## config.mk

```make
export PLATFORM = sky130hd
export DESIGN_NAME = aram_queue
export DESIGN_NICKNAME = d
export VERILOG_FILES = /design/src/rtl/aram_pkg.sv /design/src/rtl/aram_queue.sv
export SDC_FILE = /design/constraint.sdc
export NUM_CORES = 1
export LEC_CHECK = 0
export BUFFER_PORTS_ARGS = -buffer_cell sky130_fd_sc_hd__buf_2
export CAP_MARGIN = 15
export CORE_AREA = 2 2 135 137
export DETAILED_ROUTE_END_ITERATION = 6
export DIE_AREA = 0 0 137 139
export GPL_TIMING_DRIVEN = 0
export PLACE_DENSITY = 0.53
export SLEW_MARGIN = 20
export SYNTH_ARGS = -nofsm -noshare
export SYNTH_HDL_FRONTEND = slang
export SYNTH_SLANG_ARGS = --single-unit
```

## constraint.sdc

```tcl
create_clock -name clk -period 5.5 [get_ports clk]
set_input_delay 1.375 -clock clk [delete_from_list [all_inputs] [get_ports clk]]
set_output_delay 1.375 -clock clk [all_outputs]
set_load 0.05 [all_outputs]
```

## src/rtl/aram_pkg.sv

```systemverilog
// Shared types and constants for the aliased RAM access unit.
// Used by the front end, the command queue, the back end and the top level.
`default_nettype none

package aram_pkg;

  // Backing RAM geometry; the size must be a power of two.
  localparam int unsigned RAM_BYTES = 32'd16777216;
  localparam int unsigned RAM_WORDS = RAM_BYTES / 4;
  localparam int unsigned OFF_W     = $clog2(RAM_BYTES);
  localparam int unsigned WIDX_W    = OFF_W - 2;

  // Width of the configuration data port (widest register).
  localparam int unsigned CFG_W = 33;

  // Stream payload widths, padded to whole bytes.
  localparam int unsigned S_DATA_W = 72;
  localparam int unsigned M_DATA_W = 40;

  // Configuration register indexes.
  typedef enum logic [1:0] {
    REG_PHYS_BASE   = 2'd0,
    REG_CACHED_BASE = 2'd1,
    REG_UNCACH_BASE = 2'd2,
    REG_ALIAS_SPAN  = 2'd3
  } cfg_reg_t;

  // Result status codes.
  typedef enum logic [1:0] {
    ST_OK       = 2'd0,
    ST_MISALIGN = 2'd1,
    ST_OUTSIDE  = 2'd2
  } status_t;

  // Access size codes.
  localparam logic [1:0] SZ_BYTE = 2'd0;
  localparam logic [1:0] SZ_HALF = 2'd1;
  localparam logic [1:0] SZ_WORD = 2'd2;

  // Access kinds.
  localparam logic OP_READ  = 1'b0;
  localparam logic OP_WRITE = 1'b1;

  // Reset values of the configuration registers.
  localparam logic [31:0]      PHYS_BASE_RST   = 32'h0C00_0000;
  localparam logic [31:0]      CACHED_BASE_RST = 32'h8C00_0000;
  localparam logic [31:0]      UNCACH_BASE_RST = 32'hAC00_0000;
  localparam logic [CFG_W-1:0] ALIAS_SPAN_RST  = 33'h0_0400_0000;

  // Classified access handed from the front end to the back end.
  typedef struct packed {
    status_t           status;
    logic              is_write;
    logic [WIDX_W-1:0] widx;
    logic [1:0]        lane;     // byte offset within the word
    logic [3:0]        size_be;  // byte lanes of the size, unshifted
    logic [3:0]        wr_be;    // byte lanes written, shifted into place
    logic [31:0]       wr_data;  // write data shifted into place
  } cmd_t;

  // Byte lanes covered by an access of the given size.
  function automatic logic [3:0] size_lanes(input logic [1:0] size);
    logic [3:0] be;
    case (size)
      SZ_BYTE: be = 4'b0001;
      SZ_HALF: be = 4'b0011;
      SZ_WORD: be = 4'b1111;
      default: be = 4'b0000;
    endcase
    return be;
  endfunction

endpackage

`default_nettype wire

```

## src/rtl/aram_queue.sv

```systemverilog
// Two-entry command queue between the front end and the back end.
// Depends on aram_pkg for the command type.
`default_nettype none

module aram_queue (
  input  wire logic           clk,
  input  wire logic           rst,
  input  wire logic           push,
  input  wire aram_pkg::cmd_t push_cmd,
  output logic                full,
  input  wire logic           pop,
  output logic                head_valid,
  output aram_pkg::cmd_t      head
);
  import aram_pkg::*;

  cmd_t       entries [2];
  logic       wr_ptr;
  logic       rd_ptr;
  logic [1:0] count;

  assign full       = (count == 2'd2);
  assign head_valid = (count != 2'd0);
  assign head       = entries[rd_ptr];

  // Pointers and fill level.
  always_ff @(posedge clk) begin
    if (rst) begin
      wr_ptr <= 1'b0;
      rd_ptr <= 1'b0;
      count  <= 2'd0;
    end else begin
      if (push) begin
        wr_ptr <= !wr_ptr;
      end
      if (pop) begin
        rd_ptr <= !rd_ptr;
      end
      if (push && !pop) begin
        count <= count + 2'd1;
      end else if (pop && !push) begin
        count <= count - 2'd1;
      end
    end
  end

  // Entry storage.
  always_ff @(posedge clk) begin
    if (push) begin
      entries[wr_ptr] <= push_cmd;
    end
  end

endmodule

`default_nettype wire

```

==> impl_results.md <==
* NumNets Final at 464
* RSZ-0062 raised after global routing: false
* Startpoint types: flop
* Die area at 19040 um2
* Outcome: finished, final reports clean
* Worst reg2reg path startpoint: wr_ptr
* Area contributors post-synth: edfxtp_1, mux2_4, mux2_2
* Reg clk slew, reported paths at 50 ps
* I/O Buffers at 139
* Pin count of the biggest net entering global routing at 36
* Post-synth top area share at 78.04%
* All-Layer GR Usage at 10.19%
* EDFF count, synth at 134
* Setup Fix Bufs, Post-CTS at 0
* Hold crit path type: reg -> reg
* Die span in x at 137 um
* WHS at 506.2 ps
* First-pass GRT wire length at 14380 um
* Placed Cells at 602
* Hold Violations, Final at 0
* Layout area overhead at 31.93%
* Gpl congestion at 0.6843
* Drt wl/cell at 14.93 um
* Routed WL at 9465 um
* DPL Wire Length at 6346 um
* Row cnt at 49
* Total negative slack at 0 ps
* Final Critical Period at 3183 ps
* CTS Sinks at 139
* CTS buffer count at 17
* Library cells used by synthesis at 19
* I/O pin cnt at 140
* DR vias/cell at 4.145
* CTS max path bufs at 2
* Global route overflow at 0
* Slew HR at 65.18%
* WP data arrival at 1810 ps
* Max Slew Vio Count at 0
* DR pass1 iterations at 4
* Static leakage at 2.620 nW
* DRT iter0 DRCs at 115
* Initial Util at 29.20%
* Final Setup Violations at 0
* Clk_lat worst skew at 410 ps
* Number of antenna diodes at 0
* Primary FF master, synth: edfxtp_1
* Fmax at 314.2 MHz
* Setup WS post-layout at 2317 ps
* DIE HEIGHT at 139 um
* Sequential share of the synthesized area at 79.98%
* DRC Markers at 0
* PostCTS Resize Cnt at 0
* Max IR drop VDD at 193.8 uV
* Synth top cells by count: edfxtp_1, mux2_2, mux2_4
* Root Buffer: clkbuf_16
* Vias in the first global route at 2735
* Synth Instances at 230
* CP Max Fanout at 10
* Core area at 17660 um2
* Ys async rst share at 0%
* Cell Pwr Density at 410.5 nW/um2
* Syn_nets at 302
* Post-synthesis register bit count at 139
* Most frequent cell after synthesis: edfxtp_1
* Max-cap violations at 0
* CP Capture Type: output pin
* H-tree Lvls at 4
* Critical path type: reg -> out
* Cell taking the most area after synthesis: edfxtp_1
* Tightest Pin Transition at 522.4 ps
* Pre-CTS setup slack at 2683 ps
* Count of hold buffers inserted by post-cts repair at 0
* Number of fill cells at 1645
* Hold path startpoint: count[1]
* CTS tree: done
* PnR Total Power at 2.793 mW
* Vias at 2628
* DRT antenna net count at 0
* Clock skew at 6.360 ps
* Share of cells above drive strength 1 at 60.74%
* Final period util at 57.87%
* Worst EP required at 4120 ps
* Non-filler cells, final at 634
* Synth warn at 0
* Initial antenna violation count at 1
* Mapped cell area at 5156 um2
* Mapped Avg Cell Area at 22.42 um2
-- power breakdown --
group | total (mW) | switching, mW | internal [mW]
logic | 0.462 | 0.314 | 0.148
clock network | 1.08 | 0.419 | 0.661
registers | 1.25 | 0.0163 | 1.23
-- critical path, cell delays in order, from the launching register on --
cell and delay [ps]:
dfxtp_1 390, buf_4 260, buf_6 210, mux2_4 320
buf_2 210
-- metrics by stage --
step	utilization, %	instance area (um2)
after detailed placement	35.36	6243
after CTS	38.53	6803
after global routing	38.53	6803
final	38.53	6803
after global placement	34.76	6138
after floorplan	-	5156
-- cells in the final DEF (no fill, tap or decap), drive strengths merged --
cell type / instances
or3: 1
mux2: 67
xor2: 2
dfxtp: 5
edfxtp: 134
xnor2: 2
inv: 2
a21oi: 1
or2: 1
nor2b: 1
bufinv: 2
clkinv: 8
and2b: 1
nor2: 4
clkbuf: 19
clkinvlp: 2
o21ai: 1
buf: 150
ha: 1
and2: 1
-- state kept, by name (all words and copies together) (netlist names), named ones only --
register	flops
count	2
entries	134
wr_ptr	1
rd_ptr	1
-- layer usage --
layer	track usage, %	wire (um)	vias to the layer above
met1	11.20	3867	1287
met3	4.167	745	15
li1	-	-	1233
met2	16.65	4647	93
met4	5.534	205	0
met5	0	0	-
-- area by class of cell --
type,instances,area [um2],area share [%]
flip-flops and latches,139,4124,60.62
multi-input cells,83,982.2,14.44
repair buffers,143,790.8,11.62
clock buffers,19,432.9,6.364
well taps,229,286.5,4.212
clock inverters,13,126.4,1.858
plain buffers,7,56.30,0.8277
inverters,1,3.754,0.05518
-- path summary, 6_finish.rpt --
kind / to / slack, ps / depth (start not counted)
worst max-delay path: head[28] / 2320 / 4
worst min-delay path: count[1] / 510 / 2
worst max register to register: entries[1][33] / 3950 / 2
worst min register to register: count[1] / 510 / 2
-- kinds of logic after synthesis --
kind of cell	count (synthesis)	share of synthesized area [%]
and+or+nand+nor	9	0.9224
xor gates and xnor gates	4	0.6796
AOI/OAI and AO/OA	2	0.1939
adders and majority gates	1	0.2426
DFF	139	79.98
muxes	67	16.82
buffers and inverters	8	1.165
(Power assumes the default switching activity.)
