### src/rtl/aram_pkg.sv
// Shared types and constants for the aliased RAM access unit.
// Used by the front end, the command queue, the back end and the top level.
`default_nettype none

package aram_pkg;

  // Backing RAM geometry; the size must be a power of two.
  localparam int unsigned RAM_BYTES = 32'd16777216;
  localparam int unsigned RAM_WORDS = RAM_BYTES / 4;
  localparam int unsigned OFF_W     = $clog2(RAM_BYTES);
  localparam int unsigned WIDX_W    = OFF_W - 2;

  // Width of the configuration data port (widest register).
  localparam int unsigned CFG_W = 33;

  // Stream payload widths, padded to whole bytes.
  localparam int unsigned S_DATA_W = 72;
  localparam int unsigned M_DATA_W = 40;

  // Configuration register indexes.
  typedef enum logic [1:0] {
    REG_PHYS_BASE   = 2'd0,
    REG_CACHED_BASE = 2'd1,
    REG_UNCACH_BASE = 2'd2,
    REG_ALIAS_SPAN  = 2'd3
  } cfg_reg_t;

  // Result status codes.
  typedef enum logic [1:0] {
    ST_OK       = 2'd0,
    ST_MISALIGN = 2'd1,
    ST_OUTSIDE  = 2'd2
  } status_t;

  // Access size codes.
  localparam logic [1:0] SZ_BYTE = 2'd0;
  localparam logic [1:0] SZ_HALF = 2'd1;
  localparam logic [1:0] SZ_WORD = 2'd2;

  // Access kinds.
  localparam logic OP_READ  = 1'b0;
  localparam logic OP_WRITE = 1'b1;

  // Reset values of the configuration registers.
  localparam logic [31:0]      PHYS_BASE_RST   = 32'h0C00_0000;
  localparam logic [31:0]      CACHED_BASE_RST = 32'h8C00_0000;
  localparam logic [31:0]      UNCACH_BASE_RST = 32'hAC00_0000;
  localparam logic [CFG_W-1:0] ALIAS_SPAN_RST  = 33'h0_0400_0000;

  // Classified access handed from the front end to the back end.
  typedef struct packed {
    status_t           status;
    logic              is_write;
    logic [WIDX_W-1:0] widx;
    logic [1:0]        lane;     // byte offset within the word
    logic [3:0]        size_be;  // byte lanes of the size, unshifted
    logic [3:0]        wr_be;    // byte lanes written, shifted into place
    logic [31:0]       wr_data;  // write data shifted into place
  } cmd_t;

  // Byte lanes covered by an access of the given size.
  function automatic logic [3:0] size_lanes(input logic [1:0] size);
    logic [3:0] be;
    case (size)
      SZ_BYTE: be = 4'b0001;
      SZ_HALF: be = 4'b0011;
      SZ_WORD: be = 4'b1111;
      default: be = 4'b0000;
    endcase
    return be;
  endfunction

endpackage

`default_nettype wire

### src/rtl/aram_front.sv
// Front end: holds the configuration registers, takes input beats,
// checks alignment and decodes the alias windows into RAM commands.
// Depends on aram_pkg.
`default_nettype none

module aram_front (
  input  wire logic                          clk,
  input  wire logic                          rst,
  input  wire logic                          cfg_we,
  input  wire logic [1:0]                    cfg_index,
  input  wire logic [aram_pkg::CFG_W-1:0]    cfg_wdata,
  input  wire logic                          s_tvalid,
  output logic                               s_tready,
  input  wire logic [aram_pkg::S_DATA_W-1:0] s_tdata,
  input  wire logic                          ram_ready,
  input  wire logic                          q_full,
  output logic                               push,
  output aram_pkg::cmd_t                     cmd
);
  import aram_pkg::*;

  logic [31:0]      physical_base;
  logic [31:0]      cached_base;
  logic [31:0]      uncached_base;
  logic [CFG_W-1:0] alias_span;

  logic        hold_valid;
  logic        hold_op;
  logic [1:0]  hold_size;
  logic [31:0] hold_addr;
  logic [31:0] hold_wdata;

  logic [31:0]      bases [3];
  logic [2:0]       hit;
  logic [31:0]      rel [3];
  logic [OFF_W-1:0] off;
  logic             misalign;
  logic [7:0]       be_wide;

  // Configuration registers.
  always_ff @(posedge clk) begin
    if (rst) begin
      physical_base <= PHYS_BASE_RST;
      cached_base   <= CACHED_BASE_RST;
      uncached_base <= UNCACH_BASE_RST;
      alias_span    <= ALIAS_SPAN_RST;
    end else if (cfg_we) begin
      case (cfg_reg_t'(cfg_index))
        REG_PHYS_BASE:   physical_base <= cfg_wdata[31:0];
        REG_CACHED_BASE: cached_base   <= cfg_wdata[31:0];
        REG_UNCACH_BASE: uncached_base <= cfg_wdata[31:0];
        REG_ALIAS_SPAN:  alias_span    <= cfg_wdata;
        default: ;
      endcase
    end
  end

  // Input holding register; a new beat enters as the held one moves on.
  assign push     = hold_valid && !q_full;
  assign s_tready = ram_ready && (!hold_valid || push);

  always_ff @(posedge clk) begin
    if (rst) begin
      hold_valid <= 1'b0;
    end else if (s_tvalid && s_tready) begin
      hold_valid <= 1'b1;
    end else if (push) begin
      hold_valid <= 1'b0;
    end
  end

  always_ff @(posedge clk) begin
    if (s_tvalid && s_tready) begin
      hold_op    <= s_tdata[0];
      hold_size  <= s_tdata[2:1];
      hold_addr  <= s_tdata[34:3];
      hold_wdata <= s_tdata[66:35];
    end
  end

  // Alignment check; size code three is rejected here as well.
  assign misalign = (hold_size == 2'd3) ||
                    (hold_size == SZ_HALF && hold_addr[0]) ||
                    (hold_size == SZ_WORD && hold_addr[1:0] != 2'b00);

  // The three window compares run side by side.
  assign bases[0] = physical_base;
  assign bases[1] = cached_base;
  assign bases[2] = uncached_base;

  always_comb begin
    for (int i = 0; i < 3; i++) begin
      rel[i] = hold_addr - bases[i];
      hit[i] = (hold_addr >= bases[i]) && ({1'b0, rel[i]} < alias_span);
    end
  end

  // Priority pick of the first matching window, folded into the RAM.
  always_comb begin
    if (hit[0]) begin
      off = rel[0][OFF_W-1:0];
    end else if (hit[1]) begin
      off = rel[1][OFF_W-1:0];
    end else begin
      off = rel[2][OFF_W-1:0];
    end
  end

  // Build the command, with lanes and data already shifted into place.
  assign be_wide = {4'b0000, size_lanes(hold_size)} << off[1:0];

  always_comb begin
    if (misalign) begin
      cmd.status = ST_MISALIGN;
    end else if (hit == 3'b000) begin
      cmd.status = ST_OUTSIDE;
    end else begin
      cmd.status = ST_OK;
    end
    cmd.is_write = (hold_op == OP_WRITE);
    cmd.widx     = off[OFF_W-1:2];
    cmd.lane     = off[1:0];
    cmd.size_be  = size_lanes(hold_size);
    cmd.wr_be    = be_wide[3:0];
    cmd.wr_data  = hold_wdata << {off[1:0], 3'b000};
  end

endmodule

`default_nettype wire

### config.mk
export PLATFORM = sky130hd
export DESIGN_NAME = aram_front
export DESIGN_NICKNAME = d
export VERILOG_FILES = /design/src/rtl/aram_pkg.sv /design/src/rtl/aram_front.sv
export SDC_FILE = /design/constraint.sdc
export NUM_CORES = 1
export LEC_CHECK = 0
export ABC_AREA = 1
export BUFFER_PORTS_ARGS = -buffer_cell sky130_fd_sc_hd__buf_2
export CAP_MARGIN = 20
export CORE_MARGIN = 8
export CORE_UTILIZATION = 54
export CTS_CLUSTER_DIAMETER = 120
export DETAILED_ROUTE_END_ITERATION = 6
export PLACE_DENSITY = 0.75
export SLEW_MARGIN = 40
export SYNTH_ARGS = -nofsm -noshare
export SYNTH_HDL_FRONTEND = slang
export SYNTH_SLANG_ARGS = --single-unit
### constraint.sdc
create_clock -name clk -period 6.6 [get_ports clk]
set_input_delay 0.99 -clock clk [delete_from_list [all_inputs] [get_ports clk]]
set_output_delay 0.99 -clock clk [all_outputs]
set_load 0.05 [all_outputs]
==> results.yml <==
yosys:
  synth_top_area_share_pct: 16.68
  synth_cells: 2196
  async_flop_share_pct: 0
  synthTopCellsByArea: "dfxtp_1 (17%), ha_1 (15%), edfxtp_1 (13%)"
  syn-cell-area_um2: 15600
  syn_nets: 2504
  synthSimpleGateAreaFrac_pct: 20.83
  synth_seq_cells: 197
  synth_seq_area_share_pct: 29.58
  synth_compound_area_share_pct: 19.40
  synth_edf_count: 67
  synth_cell_types: 48
  synthXorXnorAreaFrac_pct: 4.716
  synth_area_per_cell_um2: 7.104
  synth_warnings: 0
  synthFlopType: "dfxtp_1"
  synth_top_family_by_area: "simple AND/OR/NAND/NOR gates"
  synth_mux_area_share_pct: 0
  synthAdderAreaFrac_pct: 15.78
  yosysTopAreaCell: "dfxtp_1"
cells_and_area:
  n_fill_cell: 2749
  final_nets: 2672
  drive_gt1_share_pct: 12.28
  final_common_cell: "nand2_1"
  syn_to_final_growth_pct: 13.58
  final_cell_mix: "nand2_1 (412), inv_1 (315), a21oi_1 (273), o21ai_0 (199), ha_1 (192)"
  final_util_pct: 62.07
pwr:
  pwr_density_cell_nw_per_um2: 270.3
  power_leakage_nw: 8.175
  finalPower_mw: 4.790
  vdd_drop_max_mv: 0.2315
route:
  first_pass_iters: 6
  post_drt_wl_per_cell_um: 19.15
  first_iter_violations: 1500
  via_per_inst: 5.657
  num_vias: 15630
  drc: 0
  wl_um: 52890
  ant_nets: 0
worst_setup_path:
  cp_max_fo: 4
  reg2reg_to: "hold_addr[4]"
  max_stage_delay_ps: 560
  cp_data_arrival_time_ps: 5430
  worst-setup-path-type: "register to primary output"
  worstReg2RegStart: "hold_valid"
  r2r_slack_ps: 5080
  crit_chain: "inv_1 -> ha_1 -> inv_1 -> fa_1 -> nand2_1 -> inv_1 -> nand2_1 -> nand2_1 -> a21oi_1 -> buf_4 -> o21ai_0 -> nand2_1 -> nand2_1 -> xnor2_1 -> inv_1 -> ha_1 -> nand4_1 -> nor2_1 -> nand3_1 -> nor4b_1 -> o211ai_1 -> nand3_1 -> o21a_1 -> buf_2"
  cp.required_ps: 5610
  slowest_stage: "o21ai_0"
  reg2reg_depth: 3
  start_kind: "register"
  cp-end-kind: "primary output"
  worst_path_most_repeated_cell: "nand2_1"
sta:
  drv_slew: 0
  setup_viol: 0
  timing.hold.ws_ps: 462.4
  skew_ps: 12.36
  finalCritPeriodShare_pct: 97.34
  min_period_ps: 6425
  hold_viol: 0
  slew_headroom_pct: 44.29
  max_freq_mhz: 155.7
  layout_setup_ws_ps: 175.4
  worstMarginPinSlew_ps: 827.0
  rsz0062_at_grt: "yes"
floorplanning:
  coreArea_um2: 28550
  initial_core_util_pct: 54.65
  rows: 62
  die_area_um2: 34590
  ioPinCount: 182
  die_w_um: 186.0
  dieHeight_um: 186.0
global_routing:
  grt_max_degree: 78
  track_usage_pct: 30.02
  grt_pass1_wl_um: 80190
  grt_pass1_vias: 14690
  grt_overflow_total: 0
  antenna_found_initial: 1
clock_tree:
  cts_sinks: 197
  htree_levels: 4
  clk_pin_slew_ps: 70
  cts_buffers: 17
  cts_tree: "yes"
  cts_buffer_depth: 2
  clk_latency_ps: 470
  ctsRootBufferMaster: "clkbuf_16"
placed_design:
  post-place-ws_ps: 289.8
  io_buffer_count: 176
  place_hpwl_um: 42190
  gp_congestion: 1.096
min_path:
  min_path_type: "register to register"
  hold_start: "cached_base[28]"
  min_path_cells: 2
  hold_end: "cached_base[28]"
run:
  maxCapViolCount: 0
outcome:
  status: "finished, final reports clean"
[what timing repair did]
action | 4_1_cts | 5_1_grt
setup buffers | 1 | 3
resized for setup | 5 | 63
hold buffers | 0 | 0
endpoints found under the setup margin | 37 | 61
cloned | 0 | 3
pin swaps | 1 | 8
[synth_stat cells, types with 9 or more instances]
cell type / number
nand2_1: 414
inv_1: 317
a21oi_1: 278
o21ai_0: 201
ha_1: 192
nor2_1: 167
dfxtp_1: 130
nand3_1: 114
edfxtp_1: 67
xor2_1: 48
clkbuf_1: 39
xnor2_1: 36
nor3_1: 26
a21o_1: 22
o21bai_1: 19
nand4_1: 16
o211ai_1: 16
a31oi_1: 10
buf_2: 9
nand2_2: 9
[flip-flops by register name (all words and copies together), names as in the netlist]
register       flops
alias_span        33
hold_op            1
hold_wdata        32
hold_addr         32
physical_base     32
uncached_base     32
hold_valid         1
cached_base       32
hold_size          2
[how the worst max path moves through the flow]
stage,endpoint,slack [ps],start,cells past startpoint
CTS,cmd[35],30,hold_addr[0],29
global route,cmd[35],-20,hold_addr[0],30
global placement,cmd[4],410,hold_addr[0],27
finish,cmd[66],180,hold_addr[0],24
floorplan,cmd[0],750,hold_addr[0],26
detailed placement,cmd[32],290,hold_addr[0],27
[logic make-up (layout without fill, tap and decap cells)]
family,count (synthesis),after routing
compound gates,563,563
xor+xnor,84,84
fa+ha+maj,195,195
buf+inv,383,561
flops,197,197
other cells,0,1
simple gates,774,777
[routing by layer]
metal / GRT usage, % / share of wire (%) / up-vias
li1: - / - / 7665
met1: 40.72 / 45 / 7235
met2: 48.07 / 45 / 625
met3: 5.329 / 7.8 / 100
met4: 9.050 / 2.6 / 0
met5: 0 / 0 / -
[metrics by stage]
stage / cells / setup TNS (ps) / instance area (um2)
CTS: 2755 / 0 / 17480
floorplan: 2196 / 0 / 15600
finish: 2762 / 0 / 17720
global route: 2762 / -49.50 / 17720
global placement: 2721 / 0 / 16870
detailed placement: 2722 / 0 / 16890
[critical path, delay by kind of cell, from the launching register on]
kind            cells  cell delay [ps]
buf+inv             6              790
simple gates       10             1940
compound gates      4              990
xor+xnor            1              160
flops               1              370
fa+ha+maj           3              710
[where the power goes]
part | internal, mW | switching, mW
registers | 1.32 | 0.0265
logic | 0.702 | 1.71
clock network | 0.517 | 0.521
[area by class of cell]
class	count	area, um2	share of cell area, %
multi-input combinational	1619	9620	54.29
sequential	197	4614	26.04
timing repair buffer	206	1222	6.899
inverter	323	1215	6.856
tap	384	480.5	2.711
clock buffer	19	454.2	2.563
clock inverter	13	110.1	0.6214
antenna	1	2.502	0.01412
Note: power is estimated with default switching activity, not from simulation.
